`config.mk`:
```
export PLATFORM = sky130hd
export DESIGN_NAME = raster_scan_waypoint_generator_top
export DESIGN_NICKNAME = d
export VERILOG_FILES = /design/src/rswg_pkg.sv /design/src/rswg_front.sv /design/src/rswg_queue.sv /design/src/rswg_back.sv /design/src/raster_scan_waypoint_generator_top.sv
export VERILOG_INCLUDE_DIRS = /design/src /design/src/src
export SDC_FILE = /design/constraint.sdc
export NUM_CORES = 1
export LEC_CHECK = 0
export BUFFER_PORTS_ARGS = -buffer_cell sky130_fd_sc_hd__buf_2
export CORE_ASPECT_RATIO = 1.25
export CORE_MARGIN = 4
export CORE_UTILIZATION = 49
export CTS_CLUSTER_SIZE = 40
export DETAILED_ROUTE_END_ITERATION = 10
export MAX_ROUTING_LAYER = met4
export PLACE_DENSITY = 0.67
export SLEW_MARGIN = 10
export SYNTH_ARGS = -nofsm -noshare
export SYNTH_HDL_FRONTEND = slang
export SYNTH_SLANG_ARGS = --single-unit
```
`constraint.sdc`:
```
create_clock -name clk -period 7.22 [get_ports clk]
set_input_delay 1.444 -clock clk [delete_from_list [all_inputs] [get_ports clk]]
set_output_delay 1.444 -clock clk [all_outputs]
set_load 0.02 [all_outputs]
```
`src/assert_macros.svh`:
```
// assertion macros shared by the raster scan waypoint generator modules
// no dependencies; define ASSERT_OFF to drop every check
`ifndef ASSERT_MACROS_SVH
`define ASSERT_MACROS_SVH
`ifndef ASSERT_OFF
`define ASSERT_AT(lbl, clk, rst_n, prop) \
  lbl: assert property (@(posedge clk) disable iff (!rst_n) prop) \
    else $error("assertion failed: %m");
`define ASSERT_NEVER(lbl, clk, rst_n, expr) \
  `ASSERT_AT(lbl, clk, rst_n, !(expr))
`else
`define ASSERT_AT(lbl, clk, rst_n, prop)
`define ASSERT_NEVER(lbl, clk, rst_n, expr)
`endif
`endif

```
`src/rswg_pkg.sv`:
```
// types, constants and helpers of the raster scan waypoint generator
// no dependencies; used by every module of the block
package rswg_pkg;

  localparam int MAX_STEPS  = 20;
  localparam int LEN_W      = 20;
  localparam int LIM_W      = 21;
  localparam int POS_W      = 22;
  localparam int CNT_W      = $clog2(MAX_STEPS + 1);
  localparam int ACC_W      = LEN_W + $clog2(MAX_STEPS + 2);
  localparam int YPOS_W     = (ACC_W > POS_W) ? ACC_W : POS_W + 1;
  localparam int Q_DEPTH    = 2;
  localparam int Q_PTR_W    = (Q_DEPTH > 1) ? $clog2(Q_DEPTH) : 1;
  localparam int Q_CNT_W    = $clog2(Q_DEPTH + 1);
  localparam int CFG_IDX_W  = 3;
  localparam int CFG_DATA_W = LIM_W;

  localparam logic [CFG_IDX_W-1:0] CFG_SCAN_LEN_X      = 3'd0;
  localparam logic [CFG_IDX_W-1:0] CFG_SCAN_LEN_Y      = 3'd1;
  localparam logic [CFG_IDX_W-1:0] CFG_ROW_STEP_Y      = 3'd2;
  localparam logic [CFG_IDX_W-1:0] CFG_SINGLE_DIR_MODE = 3'd3;
  localparam logic [CFG_IDX_W-1:0] CFG_TRAVEL_LIMIT_X  = 3'd4;
  localparam logic [CFG_IDX_W-1:0] CFG_TRAVEL_LIMIT_Y  = 3'd5;

  localparam logic [1:0] ST_WAYPOINT = 2'd0;
  localparam logic [1:0] ST_LIMIT    = 2'd1;
  localparam logic [1:0] ST_ROWS     = 2'd2;

  localparam logic AXIS_X = 1'b0;
  localparam logic AXIS_Y = 1'b1;

  localparam logic [POS_W-1:0] POS_MAX = '1;

  typedef struct packed {
    logic [LEN_W-1:0] origin_x;
    logic [LEN_W-1:0] origin_y;
  } in_t;

  typedef struct packed {
    logic [1:0]       status;
    logic             move_axis;
    logic [POS_W-1:0] target_pos;
    logic             last_move;
  } out_t;

  typedef struct packed {
    logic [LEN_W-1:0] scan_len_x;
    logic [LEN_W-1:0] scan_len_y;
    logic [LEN_W-1:0] row_step_y;
    logic             single_dir_mode;
    logic [LIM_W-1:0] travel_limit_x;
    logic [LIM_W-1:0] travel_limit_y;
  } cfg_t;

  // one classified start request
  typedef struct packed {
    logic [1:0]       status;
    logic [LEN_W-1:0] origin_x;
    logic [LEN_W-1:0] origin_y;
    logic [LIM_W-1:0] x_end;
    logic [CNT_W-1:0] steps;
  } job_t;

  typedef enum logic [1:0] {
    F_IDLE,
    F_DIV,
    F_PUSH
  } front_state_t;

  typedef enum logic [2:0] {
    B_IDLE,
    B_REFUSE,
    B_X0,
    B_Y0,
    B_SWEEP,
    B_RET,
    B_YSTEP
  } back_state_t;

  function automatic logic [POS_W-1:0] sat_pos(input logic [YPOS_W-1:0] v);
    logic [POS_W-1:0] res;
    if (|v[YPOS_W-1:POS_W]) begin
      res = POS_MAX;
    end else begin
      res = v[POS_W-1:0];
    end
    return res;
  endfunction

endpackage

```
`src/rswg_front.sv`:
```
// front end: takes start requests, checks travel limits, counts rows serially
// depends on rswg_pkg and assert_macros.svh
`include "assert_macros.svh"
module rswg_front (
  input  logic                  clk,
  input  logic                  rst_n,
  input  rswg_pkg::cfg_t        cfg,
  input  logic                  in_valid,
  output logic                  in_ready,
  input  rswg_pkg::in_t         in_data,
  output logic                  push_valid,
  input  logic                  push_ready,
  output rswg_pkg::job_t        push_job
);

  rswg_pkg::front_state_t              state_r, state_nxt;
  rswg_pkg::job_t                      job_r, job_nxt;
  logic [rswg_pkg::ACC_W-1:0]          acc_r, acc_nxt;
  logic [rswg_pkg::CNT_W-1:0]          cnt_r, cnt_nxt;
  logic [rswg_pkg::LIM_W-1:0]          x_end_w;
  logic [rswg_pkg::LIM_W-1:0]          y_end_w;
  logic                                lim_fail;
  logic                                div_done;
  logic                                cnt_max;

  assign x_end_w  = rswg_pkg::LIM_W'(in_data.origin_x) + rswg_pkg::LIM_W'(cfg.scan_len_x);
  assign y_end_w  = rswg_pkg::LIM_W'(in_data.origin_y) + rswg_pkg::LIM_W'(cfg.scan_len_y);
  assign lim_fail = (x_end_w > cfg.travel_limit_x) || (y_end_w > cfg.travel_limit_y);
  assign div_done = acc_r >= rswg_pkg::ACC_W'(cfg.scan_len_y);
  assign cnt_max  = cnt_r == rswg_pkg::CNT_W'(rswg_pkg::MAX_STEPS);

  // next state
  always_comb begin
    state_nxt = state_r;
    case (state_r)
      rswg_pkg::F_IDLE: begin
        if (in_valid) begin
          if (lim_fail || cfg.row_step_y == '0) begin
            state_nxt = rswg_pkg::F_PUSH;
          end else begin
            state_nxt = rswg_pkg::F_DIV;
          end
        end
      end
      rswg_pkg::F_DIV: begin
        if (div_done || cnt_max) begin
          state_nxt = rswg_pkg::F_PUSH;
        end
      end
      rswg_pkg::F_PUSH: begin
        if (push_ready) begin
          state_nxt = rswg_pkg::F_IDLE;
        end
      end
      default: state_nxt = rswg_pkg::F_IDLE;
    endcase
  end

  // handshake outputs
  always_comb begin
    in_ready   = 1'b0;
    push_valid = 1'b0;
    case (state_r)
      rswg_pkg::F_IDLE: in_ready   = 1'b1;
      rswg_pkg::F_PUSH: push_valid = 1'b1;
      default: ;
    endcase
  end

  assign push_job = job_r;

  // row count by repeated addition of the step
  always_comb begin
    job_nxt = job_r;
    acc_nxt = acc_r;
    cnt_nxt = cnt_r;
    case (state_r)
      rswg_pkg::F_IDLE: begin
        if (in_valid) begin
          job_nxt.origin_x = in_data.origin_x;
          job_nxt.origin_y = in_data.origin_y;
          job_nxt.x_end    = x_end_w;
          job_nxt.steps    = rswg_pkg::CNT_W'(1);
          job_nxt.status   = lim_fail ? rswg_pkg::ST_LIMIT : rswg_pkg::ST_WAYPOINT;
          acc_nxt          = rswg_pkg::ACC_W'(cfg.row_step_y);
          cnt_nxt          = rswg_pkg::CNT_W'(1);
        end
      end
      rswg_pkg::F_DIV: begin
        if (div_done) begin
          job_nxt.steps = cnt_r;
        end else if (cnt_max) begin
          job_nxt.status = rswg_pkg::ST_ROWS;
        end else begin
          acc_nxt = acc_r + rswg_pkg::ACC_W'(cfg.row_step_y);
          cnt_nxt = cnt_r + rswg_pkg::CNT_W'(1);
        end
      end
      default: ;
    endcase
  end

  always_ff @(posedge clk) begin
    if (!rst_n) begin
      state_r <= rswg_pkg::F_IDLE;
    end else begin
      state_r <= state_nxt;
    end
  end

  always_ff @(posedge clk) begin
    job_r <= job_nxt;
    acc_r <= acc_nxt;
    cnt_r <= cnt_nxt;
  end

  `ASSERT_AT(a_div_cnt_range, clk, rst_n, (state_r == rswg_pkg::F_DIV) |-> (cnt_r != '0 && cnt_r <= rswg_pkg::CNT_W'(rswg_pkg::MAX_STEPS)))
  `ASSERT_AT(a_push_steps, clk, rst_n, (push_valid && push_job.status == rswg_pkg::ST_WAYPOINT) |-> (push_job.steps != '0 && push_job.steps <= rswg_pkg::CNT_W'(rswg_pkg::MAX_STEPS)))
  `ASSERT_AT(a_accept_busy, clk, rst_n, (in_valid && in_ready) |=> !in_ready)

endmodule

```
`src/rswg_queue.sv`:
```
// short job queue between the front end and the move emitter
// depends on rswg_pkg and assert_macros.svh
`include "assert_macros.svh"
module rswg_queue (
  input  logic           clk,
  input  logic           rst_n,
  input  logic           push_valid,
  output logic           push_ready,
  input  rswg_pkg::job_t push_job,
  output logic           pop_valid,
  input  logic           pop_ready,
  output rswg_pkg::job_t pop_job
);

  rswg_pkg::job_t                 entry_r [rswg_pkg::Q_DEPTH];
  logic [rswg_pkg::Q_PTR_W-1:0]   wr_ptr_r, wr_ptr_nxt;
  logic [rswg_pkg::Q_PTR_W-1:0]   rd_ptr_r, rd_ptr_nxt;
  logic [rswg_pkg::Q_CNT_W-1:0]   count_r, count_nxt;
  logic                           push_fire;
  logic                           pop_fire;

  assign push_ready = count_r != rswg_pkg::Q_CNT_W'(rswg_pkg::Q_DEPTH);
  assign pop_valid  = count_r != '0;
  assign pop_job    = entry_r[rd_ptr_r];
  assign push_fire  = push_valid && push_ready;
  assign pop_fire   = pop_valid && pop_ready;

  always_comb begin
    wr_ptr_nxt = wr_ptr_r;
    rd_ptr_nxt = rd_ptr_r;
    count_nxt  = count_r;
    if (push_fire) begin
      if (wr_ptr_r == rswg_pkg::Q_PTR_W'(rswg_pkg::Q_DEPTH - 1)) begin
        wr_ptr_nxt = '0;
      end else begin
        wr_ptr_nxt = wr_ptr_r + rswg_pkg::Q_PTR_W'(1);
      end
    end
    if (pop_fire) begin
      if (rd_ptr_r == rswg_pkg::Q_PTR_W'(rswg_pkg::Q_DEPTH - 1)) begin
        rd_ptr_nxt = '0;
      end else begin
        rd_ptr_nxt = rd_ptr_r + rswg_pkg::Q_PTR_W'(1);
      end
    end
    if (push_fire && !pop_fire) begin
      count_nxt = count_r + rswg_pkg::Q_CNT_W'(1);
    end else if (pop_fire && !push_fire) begin
      count_nxt = count_r - rswg_pkg::Q_CNT_W'(1);
    end
  end

  always_ff @(posedge clk) begin
    if (!rst_n) begin
      wr_ptr_r <= '0;
      rd_ptr_r <= '0;
      count_r  <= '0;
    end else begin
      wr_ptr_r <= wr_ptr_nxt;
      rd_ptr_r <= rd_ptr_nxt;
      count_r  <= count_nxt;
    end
  end

  always_ff @(posedge clk) begin
    if (push_fire) begin
      entry_r[wr_ptr_r] <= push_job;
    end
  end

  `ASSERT_AT(a_count_range, clk, rst_n, count_r <= rswg_pkg::Q_CNT_W'(rswg_pkg::Q_DEPTH))
  `ASSERT_AT(a_count_up, clk, rst_n, (push_fire && !pop_fire) |=> (count_r == $past(count_r) + rswg_pkg::Q_CNT_W'(1)))
  `ASSERT_AT(a_count_down, clk, rst_n, (pop_fire && !push_fire) |=> (count_r == $past(count_r) - rswg_pkg::Q_CNT_W'(1)))

endmodule

```
`src/rswg_back.sv`:
```
// back end: turns a job into its run of single-axis moves, one per cycle while the output is not stalled
// depends on rswg_pkg and assert_macros.svh
`include "assert_macros.svh"
module rswg_back (
  input  logic           clk,
  input  logic           rst_n,
  input  rswg_pkg::cfg_t cfg,
  input  logic           pop_valid,
  output logic           pop_ready,
  input  rswg_pkg::job_t pop_job,
  output logic           out_valid,
  input  logic           out_ready,
  output rswg_pkg::out_t out_data
);

  rswg_pkg::back_state_t          state_r, state_nxt;
  rswg_pkg::job_t                 job_r;
  logic [rswg_pkg::CNT_W-1:0]     row_r;
  logic [rswg_pkg::YPOS_W-1:0]    ypos_r;
  logic                           out_valid_r;
  rswg_pkg::out_t                 out_data_r;
  rswg_pkg::out_t                 res;
  logic                           emit;
  logic                           adv;
  logic                           at_last_row;
  logic [rswg_pkg::CNT_W-1:0]     last_row;

  assign adv         = !out_valid_r || out_ready;
  assign last_row    = (job_r.steps == rswg_pkg::CNT_W'(1)) ? '0 : job_r.steps;
  assign at_last_row = row_r == last_row;

  // next state
  always_comb begin
    state_nxt = state_r;
    case (state_r)
      rswg_pkg::B_IDLE: begin
        if (pop_valid) begin
          if (pop_job.status == rswg_pkg::ST_WAYPOINT) begin
            state_nxt = rswg_pkg::B_X0;
          end else begin
            state_nxt = rswg_pkg::B_REFUSE;
          end
        end
      end
      rswg_pkg::B_REFUSE: if (adv) state_nxt = rswg_pkg::B_IDLE;
      rswg_pkg::B_X0:     if (adv) state_nxt = rswg_pkg::B_Y0;
      rswg_pkg::B_Y0:     if (adv) state_nxt = rswg_pkg::B_SWEEP;
      rswg_pkg::B_SWEEP: begin
        if (adv) begin
          if (cfg.single_dir_mode) begin
            state_nxt = rswg_pkg::B_RET;
          end else if (at_last_row) begin
            state_nxt = rswg_pkg::B_IDLE;
          end else begin
            state_nxt = rswg_pkg::B_YSTEP;
          end
        end
      end
      rswg_pkg::B_RET: begin
        if (adv) begin
          state_nxt = at_last_row ? rswg_pkg::B_IDLE : rswg_pkg::B_YSTEP;
        end
      end
      rswg_pkg::B_YSTEP:  if (adv) state_nxt = rswg_pkg::B_SWEEP;
      default: state_nxt = rswg_pkg::B_IDLE;
    endcase
  end

  // move for the current state
  always_comb begin
    pop_ready      = 1'b0;
    emit           = 1'b0;
    res.status     = rswg_pkg::ST_WAYPOINT;
    res.move_axis  = rswg_pkg::AXIS_X;
    res.target_pos = '0;
    res.last_move  = 1'b0;
    case (state_r)
      rswg_pkg::B_IDLE: pop_ready = 1'b1;
      rswg_pkg::B_REFUSE: begin
        emit          = adv;
        res.status    = job_r.status;
        res.last_move = 1'b1;
      end
      rswg_pkg::B_X0: begin
        emit           = adv;
        res.target_pos = rswg_pkg::POS_W'(job_r.origin_x);
      end
      rswg_pkg::B_Y0: begin
        emit           = adv;
        res.move_axis  = rswg_pkg::AXIS_Y;
        res.target_pos = rswg_pkg::POS_W'(job_r.origin_y);
      end
      rswg_pkg::B_SWEEP: begin
        emit = adv;
        if (cfg.single_dir_mode || !row_r[0]) begin
          res.target_pos = rswg_pkg::POS_W'(job_r.x_end);
        end else begin
          res.target_pos = rswg_pkg::POS_W'(job_r.origin_x);
        end
        res.last_move = !cfg.single_dir_mode && at_last_row;
      end
      rswg_pkg::B_RET: begin
        emit           = adv;
        res.target_pos = rswg_pkg::POS_W'(job_r.origin_x);
        res.last_move  = at_last_row;
      end
      rswg_pkg::B_YSTEP: begin
        emit           = adv;
        res.move_axis  = rswg_pkg::AXIS_Y;
        res.target_pos = rswg_pkg::sat_pos(ypos_r);
      end
      default: ;
    endcase
  end

  always_ff @(posedge clk) begin
    if (!rst_n) begin
      state_r     <= rswg_pkg::B_IDLE;
      out_valid_r <= 1'b0;
    end else begin
      state_r <= state_nxt;
      if (adv) begin
        out_valid_r <= emit;
      end
    end
  end

  always_ff @(posedge clk) begin
    if (emit) begin
      out_data_r <= res;
    end
    if (state_r == rswg_pkg::B_IDLE && pop_valid) begin
      job_r  <= pop_job;
      row_r  <= '0;
      ypos_r <= rswg_pkg::YPOS_W'(pop_job.origin_y) + rswg_pkg::YPOS_W'(cfg.row_step_y);
    end else if (state_r == rswg_pkg::B_YSTEP && adv) begin
      row_r  <= row_r + rswg_pkg::CNT_W'(1);
      ypos_r <= ypos_r + rswg_pkg::YPOS_W'(cfg.row_step_y);
    end
  end

  assign out_valid = out_valid_r;
  assign out_data  = out_data_r;

  `ASSERT_AT(a_refuse_last, clk, rst_n, (out_valid && out_data.status != rswg_pkg::ST_WAYPOINT) |-> out_data.last_move)
  `ASSERT_AT(a_row_range, clk, rst_n, (state_r == rswg_pkg::B_SWEEP || state_r == rswg_pkg::B_RET || state_r == rswg_pkg::B_YSTEP) |-> (row_r <= last_row))
  `ASSERT_NEVER(a_ystep_last, clk, rst_n, state_r == rswg_pkg::B_YSTEP && at_last_row)

endmodule

```
`src/raster_scan_waypoint_generator_top.sv`:
```
// top level of the raster scan waypoint generator: config registers and wiring
// depends on rswg_pkg, rswg_front, rswg_queue and rswg_back
//
// channel  direction  handshake            payload
// in       input      in_valid/in_ready    rswg_pkg::in_t (origin_x, origin_y)
// out      output     out_valid/out_ready  rswg_pkg::out_t (status, axis, target, last)
// cfg      input      cfg_valid/cfg_ready  cfg_index 3 bits, cfg_data 21 bits
//
// a start request is accepted and counts rows serially in the F_DIV state
// (none on a zero row step or a limit refusal) and then enters the two-entry job queue
// the back end loads a job in B_IDLE, then emits up to 64 moves, one per cycle unless stalled
// reset is synchronous and active low and clears control state and the config registers
// cfg_ready is always high; a stalled output holds the back end while the front end
// keeps counting into the queue while it has room
module raster_scan_waypoint_generator_top (
  input  logic                                clk,
  input  logic                                rst_n,
  input  logic                                in_valid,
  output logic                                in_ready,
  input  rswg_pkg::in_t                       in_data,
  output logic                                out_valid,
  input  logic                                out_ready,
  output rswg_pkg::out_t                      out_data,
  input  logic                                cfg_valid,
  output logic                                cfg_ready,
  input  logic [rswg_pkg::CFG_IDX_W-1:0]      cfg_index,
  input  logic [rswg_pkg::CFG_DATA_W-1:0]     cfg_data
);

  rswg_pkg::cfg_t cfg_r;
  logic           push_valid;
  logic           push_ready;
  rswg_pkg::job_t push_job;
  logic           pop_valid;
  logic           pop_ready;
  rswg_pkg::job_t pop_job;

  assign cfg_ready = 1'b1;

  always_ff @(posedge clk) begin
    if (!rst_n) begin
      cfg_r <= '0;
    end else if (cfg_valid) begin
      case (cfg_index)
        rswg_pkg::CFG_SCAN_LEN_X:      cfg_r.scan_len_x      <= cfg_data[rswg_pkg::LEN_W-1:0];
        rswg_pkg::CFG_SCAN_LEN_Y:      cfg_r.scan_len_y      <= cfg_data[rswg_pkg::LEN_W-1:0];
        rswg_pkg::CFG_ROW_STEP_Y:      cfg_r.row_step_y      <= cfg_data[rswg_pkg::LEN_W-1:0];
        rswg_pkg::CFG_SINGLE_DIR_MODE: cfg_r.single_dir_mode <= cfg_data[0];
        rswg_pkg::CFG_TRAVEL_LIMIT_X:  cfg_r.travel_limit_x  <= cfg_data[rswg_pkg::LIM_W-1:0];
        rswg_pkg::CFG_TRAVEL_LIMIT_Y:  cfg_r.travel_limit_y  <= cfg_data[rswg_pkg::LIM_W-1:0];
        default: ;
      endcase
    end
  end

  rswg_front u_front (
    .clk        (clk),
    .rst_n      (rst_n),
    .cfg        (cfg_r),
    .in_valid   (in_valid),
    .in_ready   (in_ready),
    .in_data    (in_data),
    .push_valid (push_valid),
    .push_ready (push_ready),
    .push_job   (push_job)
  );

  rswg_queue u_queue (
    .clk        (clk),
    .rst_n      (rst_n),
    .push_valid (push_valid),
    .push_ready (push_ready),
    .push_job   (push_job),
    .pop_valid  (pop_valid),
    .pop_ready  (pop_ready),
    .pop_job    (pop_job)
  );

  rswg_back u_back (
    .clk       (clk),
    .rst_n     (rst_n),
    .cfg       (cfg_r),
    .pop_valid (pop_valid),
    .pop_ready (pop_ready),
    .pop_job   (pop_job),
    .out_valid (out_valid),
    .out_ready (out_ready),
    .out_data  (out_data)
  );

endmodule
```
### Yosys cells after proc, flatten, opt, wreduce, memory -nomap -nowiden

Memories as Yosys holds them, arrays and structs flattened. A register that Yosys moved wholly into a read port is not among the register bits.
Cells that the tools add are included.

* $lt $le $gt $ge: 3
* mux-type cells: 50
* divide/modulo/power cells: 0
* reductions and logical operators: 42
* $mul: 0
* bitwise operators: 0
* add/subtract/negate cells: 11
* eq/ne operators: 30
* shift-type cells: 0

Operators by type and width (number)
* $mux W25: 5
* $pmux W22 S4: 1
* $mux W68: 1
* $add A20 B20 Y21: 3
* $add A25 B20 Y25: 2
* $pmux W25 S2: 1
* $gt A21 B21 Y1: 2
* $ge A25 B20 Y1: 1
* $mux W5: 5
* $mux W3: 8
* $mux W22: 1
* $mux W21: 1
* $logic_not A20 Y1: 1
* $ne A2 B1 Y1 const B: 10
* $pmux W5 S2: 2
* $mux W2: 9
* $pmux W3 S6: 1
* $eq A3 B3 Y1 const B: 5
* $reduce_and A2 Y1: 7
* $eq A3 B2 Y1 const B: 4
* $mux W1: 12
* $add A5 B1 Y5 const B: 2
* $ne A2 B2 Y1 const B: 4
* $reduce_and A4 Y1: 2
* other kinds (23): 46

* latch bits: 0
* register bits: 335
* memory bits (read-only): 0
* bits of input ports: 69
* output and inout bits: 29
* logic and storage cells: 167
* memories: 1
* RAM bits: 136

Memory list
* u_queue.entry_r: words 2, bits a word 68, read ports 1, clocked after Yosys merged registers in 1, wr ports 1, line rswg_queue.sv:15 `rswg_pkg::job_t entry_r [rswg_pkg::Q_DEPTH];`

### Logic depth before layout (Yosys ltp)

Gate-level depths: netlist of the first run.

* depth in word-level cells: 7
* depth in mapped cells: 20
* depth with buffers taken out: 20

### Cells and area by module

A second synthesis of the first run with hierarchy kept.

* cells, all modules: 1988
* area, all modules: 23729.0 um^2

Modules (own cells, without submodules)
* rswg_front: area an instance 7688.6 um^2, seq. area each 2982.9 um^2, cells an instance 777, times used 1
* rswg_back: area an instance 6955.4 um^2, seq. area each 3753.6 um^2, cells an instance 612, times used 1
* rswg_queue: area an instance 5226.3 um^2, seq. area each 4184.0 um^2, cells an instance 236, times used 1
* raster_scan_waypoint_generator_top: area an instance 3858.7 um^2, seq. area each 2062.0 um^2, cells an instance 363, times used 1

### Worst setup path after synthesis of the first run

No wires, ideal clock.

* kind: input port to flip-flop
* start: in in_data[0] (netlist bit)
* end: reg u_front.job_r (netlist bit u_front.push_job[66]), data pin
* arrival: 4.593 ns
* stages: 20
* library setup time: 0.252 ns
* slack: 2.375 ns
* path buffers: 0
* required time: 6.968 ns
* cells stage by stage: ha_1 > inv_1 > fa_1 > nor2b_1 > o31a_1 > a2111o_1 > a22oi_2 > a21oi_2 > a41oi_2 > a21oi_1 > a31o_2 > ha_1 > nand2_1 > nor3_1 > nand2_1 > nor3_1 > nor2_1 > a21oi_1 > o21a_1 > nor2_1

* cells in the longest elaborated chain, start to end: 6

Ends and longest elaborated chain
* from (decl): line raster_scan_waypoint_generator_top.sv:20 `input rswg_pkg::in_t in_data,`
* $add A20 B20 Y21: line rswg_front.sv:27 `assign y_end_w = rswg_pkg::LIM_W'(in_data.origin_y) + rswg_pkg::LIM_W'(cfg.scan_len_y);`
* $gt A21 B21 Y1: line rswg_front.sv:28 `assign lim_fail = (x_end_w > cfg.travel_limit_x) || (y_end_w > cfg.travel_limit_y);`
* $logic_or A1 B1 Y1: line rswg_front.sv:28
* $mux W1: line rswg_front.sv:84 `job_nxt.status = lim_fail ? rswg_pkg::ST_LIMIT : rswg_pkg::ST_WAYPOINT;`
* $mux W68: line rswg_front.sv:79 `if (in_valid) begin`
* $pmux W2 S2: line rswg_front.sv:77 `case (state_r)`
* to (signal assigned): line rswg_front.sv:112 `job_r <= job_nxt;`
* to (decl): line rswg_front.sv:17 `rswg_pkg::job_t job_r, job_nxt;`

Every way passes these cells. The select of a mux whose other input is x is not followed.
A chain may end at the register's enable or synchronous reset.

### Worst setup path after layout of the first run

* start: in in_data[20] (netlist bit)
* end: reg u_front.state_r[1]

* cells in the longest elaborated chain, start to end: 7

Ends and longest elaborated chain
* $add A20 B20 Y21: line rswg_front.sv:26 `assign x_end_w = rswg_pkg::LIM_W'(in_data.origin_x) + rswg_pkg::LIM_W'(cfg.scan_len_x);`
* via u_front.x_end_w, one bit: line rswg_front.sv:20 `logic [rswg_pkg::LIM_W-1:0] x_end_w;`
* $gt A21 B21 Y1: line rswg_front.sv:28
* $logic_or A1 B1 Y1: line rswg_front.sv:28
* $logic_or A1 B1 Y1: line rswg_front.sv:38 `if (lim_fail || cfg.row_step_y == '0) begin`
* $mux W2: line rswg_front.sv:38
* $mux W2: line rswg_front.sv:37 `if (in_valid) begin`
* $pmux W2 S3: line rswg_front.sv:35 `case (state_r)`
* to (signal assigned): line rswg_front.sv:105 `state_r <= rswg_pkg::F_IDLE;`
* to (signal assigned): line rswg_front.sv:107 `state_r <= state_nxt;`
* to (decl): line rswg_front.sv:16 `rswg_pkg::front_state_t state_r, state_nxt;`

The timed path passes the listed nets, and every way through them passes these cells. The select of a mux whose other input is x is not followed.

==> metrics.cfg, run 1 <==
[place]
dpl_worst_slack_ps=1540
dp_hpwl_mm=43.2
port_buffers=96
postPlaceCellArea_sq_um=24300
dp.cells=2729
gp_congestion=0.967

[die]
start_util_pct=49.8
ios=98
die-width_um=202
num_rows=88
die_height_um=251
dieArea_sq_um=50800
fp.coreArea_sq_um=46500

[clock_network]
clkTransAtPathRegs_ps=60
cts_hold_buf=0
cts_tree=done
postCtsSetupBuffers=0
clockBufferDepth=3
cts_buffers=49
clk_latency_ps=610
htreeDepth=2
cts_resized=0
clockRootBuffer=clkbuf_16
cts_sinks=472

[logic_synthesis]
synth_ff_type=edfxtp_1
synth_top_area_cell=edfxtp_1
synthTopCellsByArea=edfxtp_1 46%, dfxtp_1 10%, ha_1 9.0%
yosysTopAreaCellShare_pct=45.8
synthCells=2057
ys_ff_latch=472
synth.yosys.seq_area_share_pct=56.1
synth-warning-count=0
yosysUniqueCellTypes=77
synth_edf_count=353
synthArstFlopShare_pct=0
yosys-top-cells-count=353 x edfxtp_1, 315 x nand2_1, 216 x a21oi_1
syn-num-nets=2297
synth.cell_area_sq_um=23100
synth_most_common_cell=edfxtp_1
syn_avg_cell_area_sq_um=11.3

[sta]
hold_viol=0
relSlewSlack_pct=26.9
setup_tns_ps=0
period_share_pct=70.5
fmax_mhz=196
drv_slew=0
setup_ws_ps=2130
rsz0062_at_grt=false
tightest_slew_ps=1100
skew_ps=25.6
finalWorstPathRequiredPeriod_ps=5090
setup_viol=0

[setup_path]
cpPeakStageDelay_ps=430
worstSetupEndpointType=flop
cp_top_family=compound AO/OA/AOI/OAI gates
reg2reg_depth=18
r2r-start=cfg_r[83]$_SDFFE_PN0P_
cp_num_buf_inv=1
cp_slowest_cell=fa_1
path_cells=buf_2 -> ha_1 -> fa_1 -> a211o_1 -> a211oi_1 -> a211o_1 -> a21boi_1 -> o31a_1 -> o21ai_1 -> nand2_1 -> xor2_1 -> ha_1 -> a21o_1 -> a21o_1 -> a21oi_1 -> nand2_1 -> a21oi_1 -> o211ai_1 -> and3_1
crit_type=input pin to flop
worst_r2r_endpoint=u_front.state_r[1]$_SDFFE_PN0P_
rrSetupSlack_ps=2760
worstSetupStartpointType=input pin
crit_fanout=3
crit_cells=19
arrival_ps=5590
required_ps=7720

[route]
via_per_inst=5.71
wl_mm=58.8
drc=0
drtPass1Iterations=7
wl_per_cell_um=20.8
via_count=16114
drt_iter0_markers=1224
route.antenna.remaining_nets=0

[hold_path]
min_to=u_queue.entry_r[1][56]$_DFFE_PP_
min_path_type=flop to flop
min_path_cells=0
hp-start=u_front.push_job[56]$_DFFE_PP_

[global_routing]
first_global_vias=15699
grt_max_degree=84
grt_pass1_wl_mm=89.7
antenna_found_initial=0
grtUsageTotal_pct=23.3
overflow=0

[cells_and_area]
final.fill_count=3993
final_layout_size_suffix_gt1_share_pct=13.6
area_growth_pct=12.9
final_nets=2390
final_area_sq_um=26100
final_cells=2821
antenna_cells=0

[power_and_ir_drop]
cellPowerDensity_nw_per_um2=324
p_leak_nw=9.94
irDropWorstVdd_mv=0.188

[run_status]
status=finished clean

[run]
timing.max_cap.violations=0

power breakdown:
part	internal, mW	switching, mW
sequential	3.59	0.276
combinational	0.648	1.16
clock	1.68	1.11
worst max-delay path by stage:
stage                     start                            endpoint  slack [ps]
floorplan            in_data[0]  u_front.push_job[66]$_SDFFCE_PP0P_        2370
global placement    in_data[20]     u_front.state_r[1]$_SDFFE_PN0P_        1590
detailed placement  in_data[20]     u_front.state_r[1]$_SDFFE_PN0P_        1540
CTS                 in_data[20]     u_front.state_r[1]$_SDFFE_PN0P_        2150
global route        in_data[20]     u_front.state_r[1]$_SDFFE_PN0P_        1900
finish              in_data[20]     u_front.state_r[1]$_SDFFE_PN0P_        2130
cell families (layout without fill, tap and decap cells):
| family | after synthesis | in the layout | share of synthesized area [%] |
|---|---|---|---|
| flops | 472 | 472 | 56.1 |
| mux | 75 | 75 | 3.61 |
| simple gates | 555 | 555 | 10.5 |
| other cells | 1 | 1 | 0.0162 |
| buf+inv | 179 | 313 | 2.92 |
| xor+xnor | 96 | 96 | 3.63 |
| compound gates | 508 | 508 | 13.8 |
| fa+ha+maj | 171 | 171 | 9.41 |
cells in the final DEF, fill, tap and decap left out, drive strengths merged, types with 20 or more instances in the layout:
cell,instances
mux2,68
a21oi,217
edfxtp,353
o21ai,102
xor2,37
inv,110
nor2,93
nand4,21
a222oi,20
buf,113
xnor2,59
nand2,315
clkbuf,66
ha,166
a21o,43
dfxtp,119
stage by stage:
step	power (mW)	hold slack (ps)	utilization, %
2_1_floorplan	5.11	421	-
3_3_place_gp	5.69	423	52.3
3_5_place_dp	5.73	429	52.3
4_1_cts	8.52	442	56.2
5_1_grt	8.85	446	56.2
6_report	8.47	438	56.2
area by class of cell:
type	instances	area, sq um	area share (%)
clock buffer	66	1410	5.41
clock inverter	26	407	1.56
inverter	108	408	1.56
multi-input combinational	1406	9530	36.5
sequential	472	13000	49.7
tap	630	788	3.02
timing repair buffer	113	608	2.33
state kept, by name, indices dropped and copies added (netlist names), 5 cells and up, named ones only:
register	count
u_queue.entry_r	136
u_front.cnt_r	5
cfg_r	103
u_back.ypos_r	25
u_front.acc_r	25
u_back.out_data	26
u_front.push_job	68
u_back.row_r	5
u_back.job_r	68
routing by layer:
metal  routed length, um  share of wire [%]  track usage, %  up-vias
li1                    -                  -               -     7738
met1               25400                 43            30.6     7750
met2               27700                 47            37.5      514
met3                3310                5.6            3.08      112
met4                2380                4.1            8.73        0
met5                   0                  0               -        -
Power figures use the tool's default switching activity.
==> run 2: changes to the inputs <==
==> constraint.sdc (replaced) <==
create_clock -name clk -period 5.35 [get_ports clk]
set_input_delay 1.07 -clock clk [delete_from_list [all_inputs] [get_ports clk]]
set_output_delay 1.07 -clock clk [all_outputs]
set_load 0.02 [all_outputs]
==> metrics.cfg, run 2 (synthesis results as in run 1) <==
[clock_network]
clockRootBuffer=clkbuf_16  ; unchanged
clockBufferDepth=3  ; unchanged
cts_tree=done  ; unchanged
clkTransAtPathRegs_ps=70  ; was 60 ps
clk_latency_ps=600  ; was 610 ps
cts_sinks=472  ; unchanged
cts_resized=0  ; unchanged
htreeDepth=2  ; unchanged
cts_buffers=46  ; was 49
postCtsSetupBuffers=0  ; unchanged
cts_hold_buf=0  ; unchanged

[power_and_ir_drop]
p_comb_share_pct=22.4  ; was 21.4%
power_frac_seq_pct=47.2  ; was 45.6%
switching_share_pct=30.7  ; was 30.1%
irDropWorstVdd_mv=0.313  ; was 0.188 mV
p_leak_nw=9.81  ; was 9.94 nW
clkPwrFrac_pct=30.4  ; was 33.0%
cellPowerDensity_nw_per_um2=425  ; was 324 nW/um^2
p_switching_mw=3.37  ; was 2.55 mW
p_int_mw=7.63  ; was 5.92 mW

[setup_path]
cpPeakStageDelay_ps=460  ; was 430 ps
cp_slowest_cell=a2111o_1  ; was fa_1
arrival_ps=5070  ; was 5590 ps
crit_type=input pin to flop  ; unchanged
required_ps=5830  ; was 7720 ps
crit_fanout=3  ; unchanged
path_cells=buf_2 -> ha_1 -> inv_1 -> fa_1 -> nor2b_1 -> o31a_1 -> a2111o_1 -> a22oi_2 -> a21oi_2 -> a41oi_2 -> a21oi_1 -> a31o_2 -> ha_1 -> nand2_1 -> nor3_1 -> nand2_1 -> nor3_1 -> nor2_1 -> a21oi_1 -> o211ai_1 -> and3_1  ; was buf_2 -> ha_1 -> fa_1 -> a211o_1 -> a211oi_1 -> a211o_1 -> a21boi_1 -> o31a_1 -> o21ai_1 -> nand2_1 -> xor2_1 -> ha_1 -> a21o_1 -> a21o_1 -> a21oi_1 -> nand2_1 -> a21oi_1 -> o211ai_1 -> and3_1
worstSetupStartpointType=input pin  ; unchanged
rrSetupSlack_ps=980  ; was 2760 ps
worstSetupEndpointType=flop  ; unchanged

[cells_and_area]
final_area_sq_um=25900  ; was 26100 sq um
final_common_cell=edfxtp_1  ; unchanged
area_growth_pct=11.8  ; was 12.9%
largest_reg_flops=136  ; unchanged
largestRegisters=u_queue.entry_r x136, cfg_r x103  ; unchanged
largest_register=u_queue.entry_r  ; unchanged
final_nets=2387  ; was 2390
final_layout_size_suffix_gt1_share_pct=13.1  ; was 13.6%
antenna_cells=0  ; unchanged
layout_common_cells=353 x edfxtp_1, 315 x nand2_1, 216 x a21oi_1  ; unchanged
final_core_util_pct=55.7  ; was 56.2%

[global_routing]
grt_max_degree=80  ; was 84
grt_pass1_wl_mm=89.3  ; was 89.7 mm
antenna_found_initial=1  ; was 0
first_global_vias=15604  ; was 15699
overflow=0  ; unchanged
grtUsageTotal_pct=23.2  ; was 23.3%

[sta]
setup_tns_ps=0  ; unchanged
fmax_mhz=218
setup_viol=0  ; unchanged
skew_ps=18.5  ; was 25.6 ps
period_share_pct=85.7
drv_slew=0  ; unchanged
relSlewSlack_pct=29.9  ; was 26.9%
holdWs_ps=433  ; was 438 ps
tightest_slew_ps=1050  ; was 1100 ps
finalWorstPathRequiredPeriod_ps=4580
rsz0062_at_grt=false  ; unchanged
setup_ws_ps=766  ; was 2130 ps
hold_viol=0  ; unchanged

[place]
postPlaceCellArea_sq_um=24300  ; unchanged
gp_congestion=0.917  ; was 0.967
dpl_worst_slack_ps=220  ; was 1540 ps
port_buffers=96  ; unchanged
dp_hpwl_mm=43.2  ; about the same

[run_status]
status=finished clean  ; unchanged

[route]
wl_mm=58.3  ; was 58.8 mm
route.antenna.remaining_nets=0  ; unchanged
via_count=16110  ; was 16114
wl_per_cell_um=20.7  ; was 20.8 um
drc=0  ; unchanged
drtPass1Iterations=7  ; unchanged
via_per_inst=5.73  ; was 5.71
drt_iter0_markers=1282  ; was 1224

[die]
die_height_um=251  ; unchanged
dieArea_sq_um=50800  ; unchanged
die-width_um=202  ; unchanged
start_util_pct=49.8  ; unchanged
ios=98  ; unchanged
num_rows=88  ; unchanged
fp.coreArea_sq_um=46500  ; unchanged

[hold_path]
min_path_type=flop to flop  ; unchanged

[run]
timing.max_cap.violations=0  ; unchanged

[run 2: layer usage]
metal	vias to the layer above	share of wire, %	GRT usage, %
met5	-	0	-
met4	0	4.0	8.56
met3	123	5.5	3.10
met2	507	47	36.9
met1	7770	44	30.7
li1	7710	-	-
[run 2: layout make-up]
cell class	instances	area, sq um
inverters	108	408
repair buffers	113	608
well taps	630	788
clock inverters	30	358
multi-input cells	1406	9540
fillers	4048	20600
flip-flops and latches	472	13000
clock buffers	54	1190
[run 2: final timing paths]
path,startpoint,endpoint,depth (start not counted)
worst max-delay path,in_data[0],u_front.state_r[1]$_SDFFE_PN0P_,21
worst min-delay path,u_front.push_job[51]$_DFFE_PP_,u_queue.entry_r[0][51]$_DFFE_PP_,0
worst max register to register,cfg_r[63]$_SDFFE_PN0P_,u_front.state_r[1]$_SDFFE_PN0P_,20
worst min register to register,u_front.push_job[51]$_DFFE_PP_,u_queue.entry_r[0][51]$_DFFE_PP_,0
[run 2: through the flow]
step	std cells	total power, mW
2_1_floorplan	2057	6.90
3_3_place_gp	2729	7.67
3_5_place_dp	2729	7.74
4_1_cts	2813	11.1
5_1_grt	2813	11.5
6_report	2813	11.0
[run 2: power groups by stage]
stage | clock network, mW | registers [mW] | logic (mW)
after detailed placement | 0 | 5.27 | 2.47
after global routing | 3.54 | 5.24 | 2.73
after global placement | 0 | 5.25 | 2.43
after floorplan | 0 | 5.21 | 1.69
final | 3.34 | 5.19 | 2.47
after CTS | 3.39 | 5.19 | 2.48
[run 2: worst max-delay path: cells and delay by family]
| kind | cells | cell delay [ps] |
|---|---|---|
| adders and majority gates | 3 | 690 |
| and+or+nand+nor | 7 | 990 |
| AOI/OAI and AO/OA | 9 | 2130 |
| buffers and inverters | 2 | 170 |
==> run 3: changes to the inputs <==
--- a/config.mk
+++ b/config.mk
@@ -6,6 +6,7 @@
 export SDC_FILE = /design/constraint.sdc
 export NUM_CORES = 1
 export LEC_CHECK = 0
+export ABC_AREA = 1
 export BUFFER_PORTS_ARGS = -buffer_cell sky130_fd_sc_hd__buf_2
 export CORE_ASPECT_RATIO = 1.25
 export CORE_MARGIN = 4
==> metrics.cfg, run 3 <==
[clock_network]
clk_latency_ps=620  ; was 600 ps
postCtsSetupBuffers=0  ; unchanged
cts_hold_buf=0  ; unchanged
cts_tree=done  ; unchanged
cts_sinks=472  ; unchanged
cts_buffers=47  ; was 46
cts_resized=0  ; unchanged
clockBufferDepth=3  ; unchanged
clkTransAtPathRegs_ps=60  ; was 70 ps
htreeDepth=2  ; unchanged
clockRootBuffer=clkbuf_16  ; unchanged

[sta]
hold_viol=0  ; unchanged
finalWorstPathRequiredPeriod_ps=3590  ; was 4580 ps
tightest_slew_ps=1110  ; was 1050 ps
setup_tns_ps=0  ; unchanged
setup_viol=0  ; unchanged
period_share_pct=67.1  ; was 85.7%
rsz0062_at_grt=false  ; unchanged
skew_ps=37.2  ; was 18.5 ps
fmax_mhz=279  ; was 218 MHz
drv_slew=0  ; unchanged
setup_ws_ps=1760  ; was 766 ps
relSlewSlack_pct=26.1  ; was 29.9%

[global_routing]
overflow=0  ; unchanged
first_global_vias=18207  ; was 15604
grtUsageTotal_pct=26.2  ; was 23.2%
grt_pass1_wl_mm=106  ; was 89.3 mm
grt_max_degree=60  ; was 80
antenna_found_initial=1  ; unchanged

[setup_path]
cp_top_family=compound AO/OA/AOI/OAI gates  ; unchanged
required_ps=5760  ; was 5830 ps
arrival_ps=4000  ; was 5070 ps
reg2reg_depth=18  ; was 20
cpMostUsedCell=nand2_1
crit_cells=17  ; was 21
worstSetupEndpointType=flop  ; unchanged
cp_num_buf_inv=1  ; was 2
worstSetupStartpointType=input pin  ; unchanged
crit_fanout=5  ; was 3
cpPeakStageDelay_ps=390  ; was 460 ps
crit_type=input pin to flop  ; unchanged
cp_slowest_cell=ha_1  ; was a2111o_1
path_cells=buf_2 -> ha_1 -> a21oi_1 -> o21ai_0 -> a21oi_1 -> nand3_1 -> nand3_1 -> nand2_1 -> ha_1 -> nand2_1 -> nor2_1 -> nand2_1 -> nor2_1 -> o21ai_0 -> nand3_1 -> nand2_1 -> a211oi_1  ; was buf_2 -> ha_1 -> inv_1 -> fa_1 -> nor2b_1 -> o31a_1 -> a2111o_1 -> a22oi_2 -> a21oi_2 -> a41oi_2 -> a21oi_1 -> a31o_2 -> ha_1 -> nand2_1 -> nor3_1 -> nand2_1 -> nor3_1 -> nor2_1 -> a21oi_1 -> o211ai_1 -> and3_1

[die]
die-width_um=208  ; was 202 um
start_util_pct=49.7  ; was 49.8%
fp.coreArea_sq_um=49500  ; was 46500 sq um
die_height_um=259  ; was 251 um
ios=98  ; unchanged
num_rows=91  ; was 88
dieArea_sq_um=53900  ; was 50800 sq um

[run]
timing.max_cap.violations=0  ; unchanged

[place]
dpl_worst_slack_ps=1210  ; was 220 ps
dp_hpwl_mm=54.9  ; was 43.2 mm
gp_congestion=0.965  ; was 0.917
port_buffers=96  ; unchanged

[logic_synthesis]
synth-warning-count=0  ; unchanged
syn-num-nets=2806  ; was 2297
synth.yosys.seq_area_share_pct=52.8  ; was 56.1%
yosysTopAreaCellShare_pct=43.1  ; was 45.8%
syn_avg_cell_area_sq_um=9.59  ; was 11.3 sq um
yosys-top-cells-count=441 x nand2_1, 353 x edfxtp_1, 235 x a21oi_1, 235 x inv_1, 235 x nor2_1  ; was 353 x edfxtp_1, 315 x nand2_1, 216 x a21oi_1
synthTopCellsByArea=edfxtp_1 43%, dfxtp_1 9.7%, ha_1 8.4%  ; was edfxtp_1 46%, dfxtp_1 10%, ha_1 9.0%
synth_edf_count=353  ; unchanged
synth.cell_area_sq_um=24600  ; was 23100 sq um
synth_ff_type=edfxtp_1  ; unchanged
ys_ff_latch=472  ; unchanged
synthArstFlopShare_pct=0  ; unchanged
synthCells=2566  ; was 2057
synth_top_area_cell=edfxtp_1  ; unchanged
yosysUniqueCellTypes=54  ; was 77
synth_most_common_cell=nand2_1  ; was edfxtp_1

[power_and_ir_drop]
p_switching_mw=4.05  ; was 3.37 mW
p_comb_share_pct=26.8  ; was 22.4%
p_leak_nw=11.2  ; was 9.81 nW
cellPowerDensity_nw_per_um2=435  ; was 425 nW/um^2
switching_share_pct=34.1  ; was 30.7%
p_int_mw=7.82  ; was 7.63 mW
irDropWorstVdd_mv=0.258  ; was 0.313 mV
clkPwrFrac_pct=27.3  ; was 30.4%
power_frac_seq_pct=45.9  ; was 47.2%

[route]
wl_mm=70.0  ; was 58.3 mm
wl_per_cell_um=20.9  ; was 20.7 um
drc=0  ; unchanged
drt_iter0_markers=1409  ; was 1282
via_count=18579  ; was 16110
drtPass1Iterations=5  ; was 7
route.antenna.remaining_nets=0  ; unchanged
via_per_inst=5.55  ; was 5.73

[cells_and_area]
area_growth_pct=11.0  ; was 11.8%
final_nets=2901  ; was 2387
largestRegisters=u_queue.entry_r x136, cfg_r x103  ; unchanged
largest_reg_flops=136  ; unchanged
largest_register=u_queue.entry_r  ; unchanged
final_common_cell=nand2_1  ; was edfxtp_1
final.fill_count=4436  ; was 4048
layout_common_cells=441 x nand2_1, 353 x edfxtp_1, 235 x inv_1, 235 x a21oi_1  ; was 353 x edfxtp_1, 315 x nand2_1, 216 x a21oi_1
final_layout_size_suffix_gt1_share_pct=12.3  ; was 13.1%

[hold_path]
min_path_type=flop to flop  ; unchanged
min_path_cells=0  ; unchanged

[run_status]
status=finished clean  ; unchanged

## run 3: cell count changes after synthesis, sizes merged, moves of 26 or more
cell and change:
a21oi +31, nor2 +151, xnor2 -38, inv +147
a21o -27, nand3 +100, nand2 +134, o21ai +172
nand4 +26
## run 3: worst reg2reg max path, stage by stage (launching register included)
cell	delay [ps]
dfxtp_1	420
ha_1	280
inv_1	100
fa_1	440
inv_1	120
a21oi_2	100
o21bai_4	190
nand3_1	120
nand3_1	90
nand2_1	60
ha_1	290
nand2_1	90
nor2_1	150
nand2_1	120
nor2_1	140
o21ai_0	90
nand3_1	80
nand2_1	120
a211oi_1	270
## run 3: power by group through the flow
stage               registers, mW  logic [mW]  clock network (mW)
detailed placement           5.52        3.17                   0
floorplan                    5.43        2.14                   0
finish                       5.45        3.18                3.24
CTS                          5.45        3.19                3.31
global placement             5.50        3.12                   0
global route                 5.51        3.54                3.46
## run 3: per-stage QoR
stage	power [mW]	instances	instance area, sq um	utilization, %	hold slack, ps
3_5_place_dp	8.70	3263	25800	52.1	433
5_1_grt	12.5	3349	27300	55.2	442
6_report	11.9	3349	27300	55.2	422
2_1_floorplan	7.57	2566	24600	-	421
4_1_cts	12.0	3348	27300	55.1	428
3_3_place_gp	8.62	3263	25800	52.1	424
## run 3: layout make-up
cell class / count / area, sq um / area share, %
flip-flops and latches: 472 / 13000 / 47.5
clock buffers: 62 / 1300 / 4.75
clock inverters: 23 / 234 / 0.857
diodes: 1 / 2.50 / 0.00916
well taps: 651 / 815 / 2.98
multi-input cells: 1772 / 10400 / 38.1
repair buffers: 112 / 601 / 2.20
inverters: 256 / 962 / 3.52
## run 3: layer usage
| metal | share of wire (%) | vias up | global-route usage, % | routed length, um |
|---|---|---|---|---|
| li1 | - | 9111 | - | - |
| met1 | 43 | 8787 | 33.3 | 29800 |
| met2 | 46 | 505 | 41.2 | 32400 |
| met3 | 4.9 | 176 | 3.41 | 3400 |
| met4 | 6.4 | 0 | 14.1 | 4460 |
| met5 | 0 | - | - | 0 |
## run 3: logic make-up (layout without fill, tap and decap cells)
| logic type | Yosys count | count (layout) | share of synthesized area, % |
|---|---|---|---|
| buffers and inverters | 322 | 453 | 5.03 |
| AO/OA/AOI/OAI | 561 | 561 | 12.2 |
| multiplexers | 66 | 66 | 3.01 |
| other | 1 | 2 | 0.0152 |
| adder cells (fa/ha/maj) | 171 | 171 | 8.85 |
| XOR/XNOR | 54 | 54 | 1.92 |
| flip-flops | 472 | 472 | 52.8 |
| AND/OR/NAND/NOR | 919 | 919 | 16.2 |
## run 3: final timing paths
path | start | endpoint | slack [ps]
setup / recovery | in_data[13] | u_front.push_job[66]$_SDFFCE_PP0P_ | 1760
hold reg to reg | u_front.push_job[13]$_DFFE_PP_ | u_queue.entry_r[0][13]$_DFFE_PP_ | 420
setup reg to reg | cfg_r[63]$_SDFFE_PN0P_ | u_front.push_job[66]$_SDFFCE_PP0P_ | 1910
hold / removal | u_front.push_job[13]$_DFFE_PP_ | u_queue.entry_r[0][13]$_DFFE_PP_ | 420
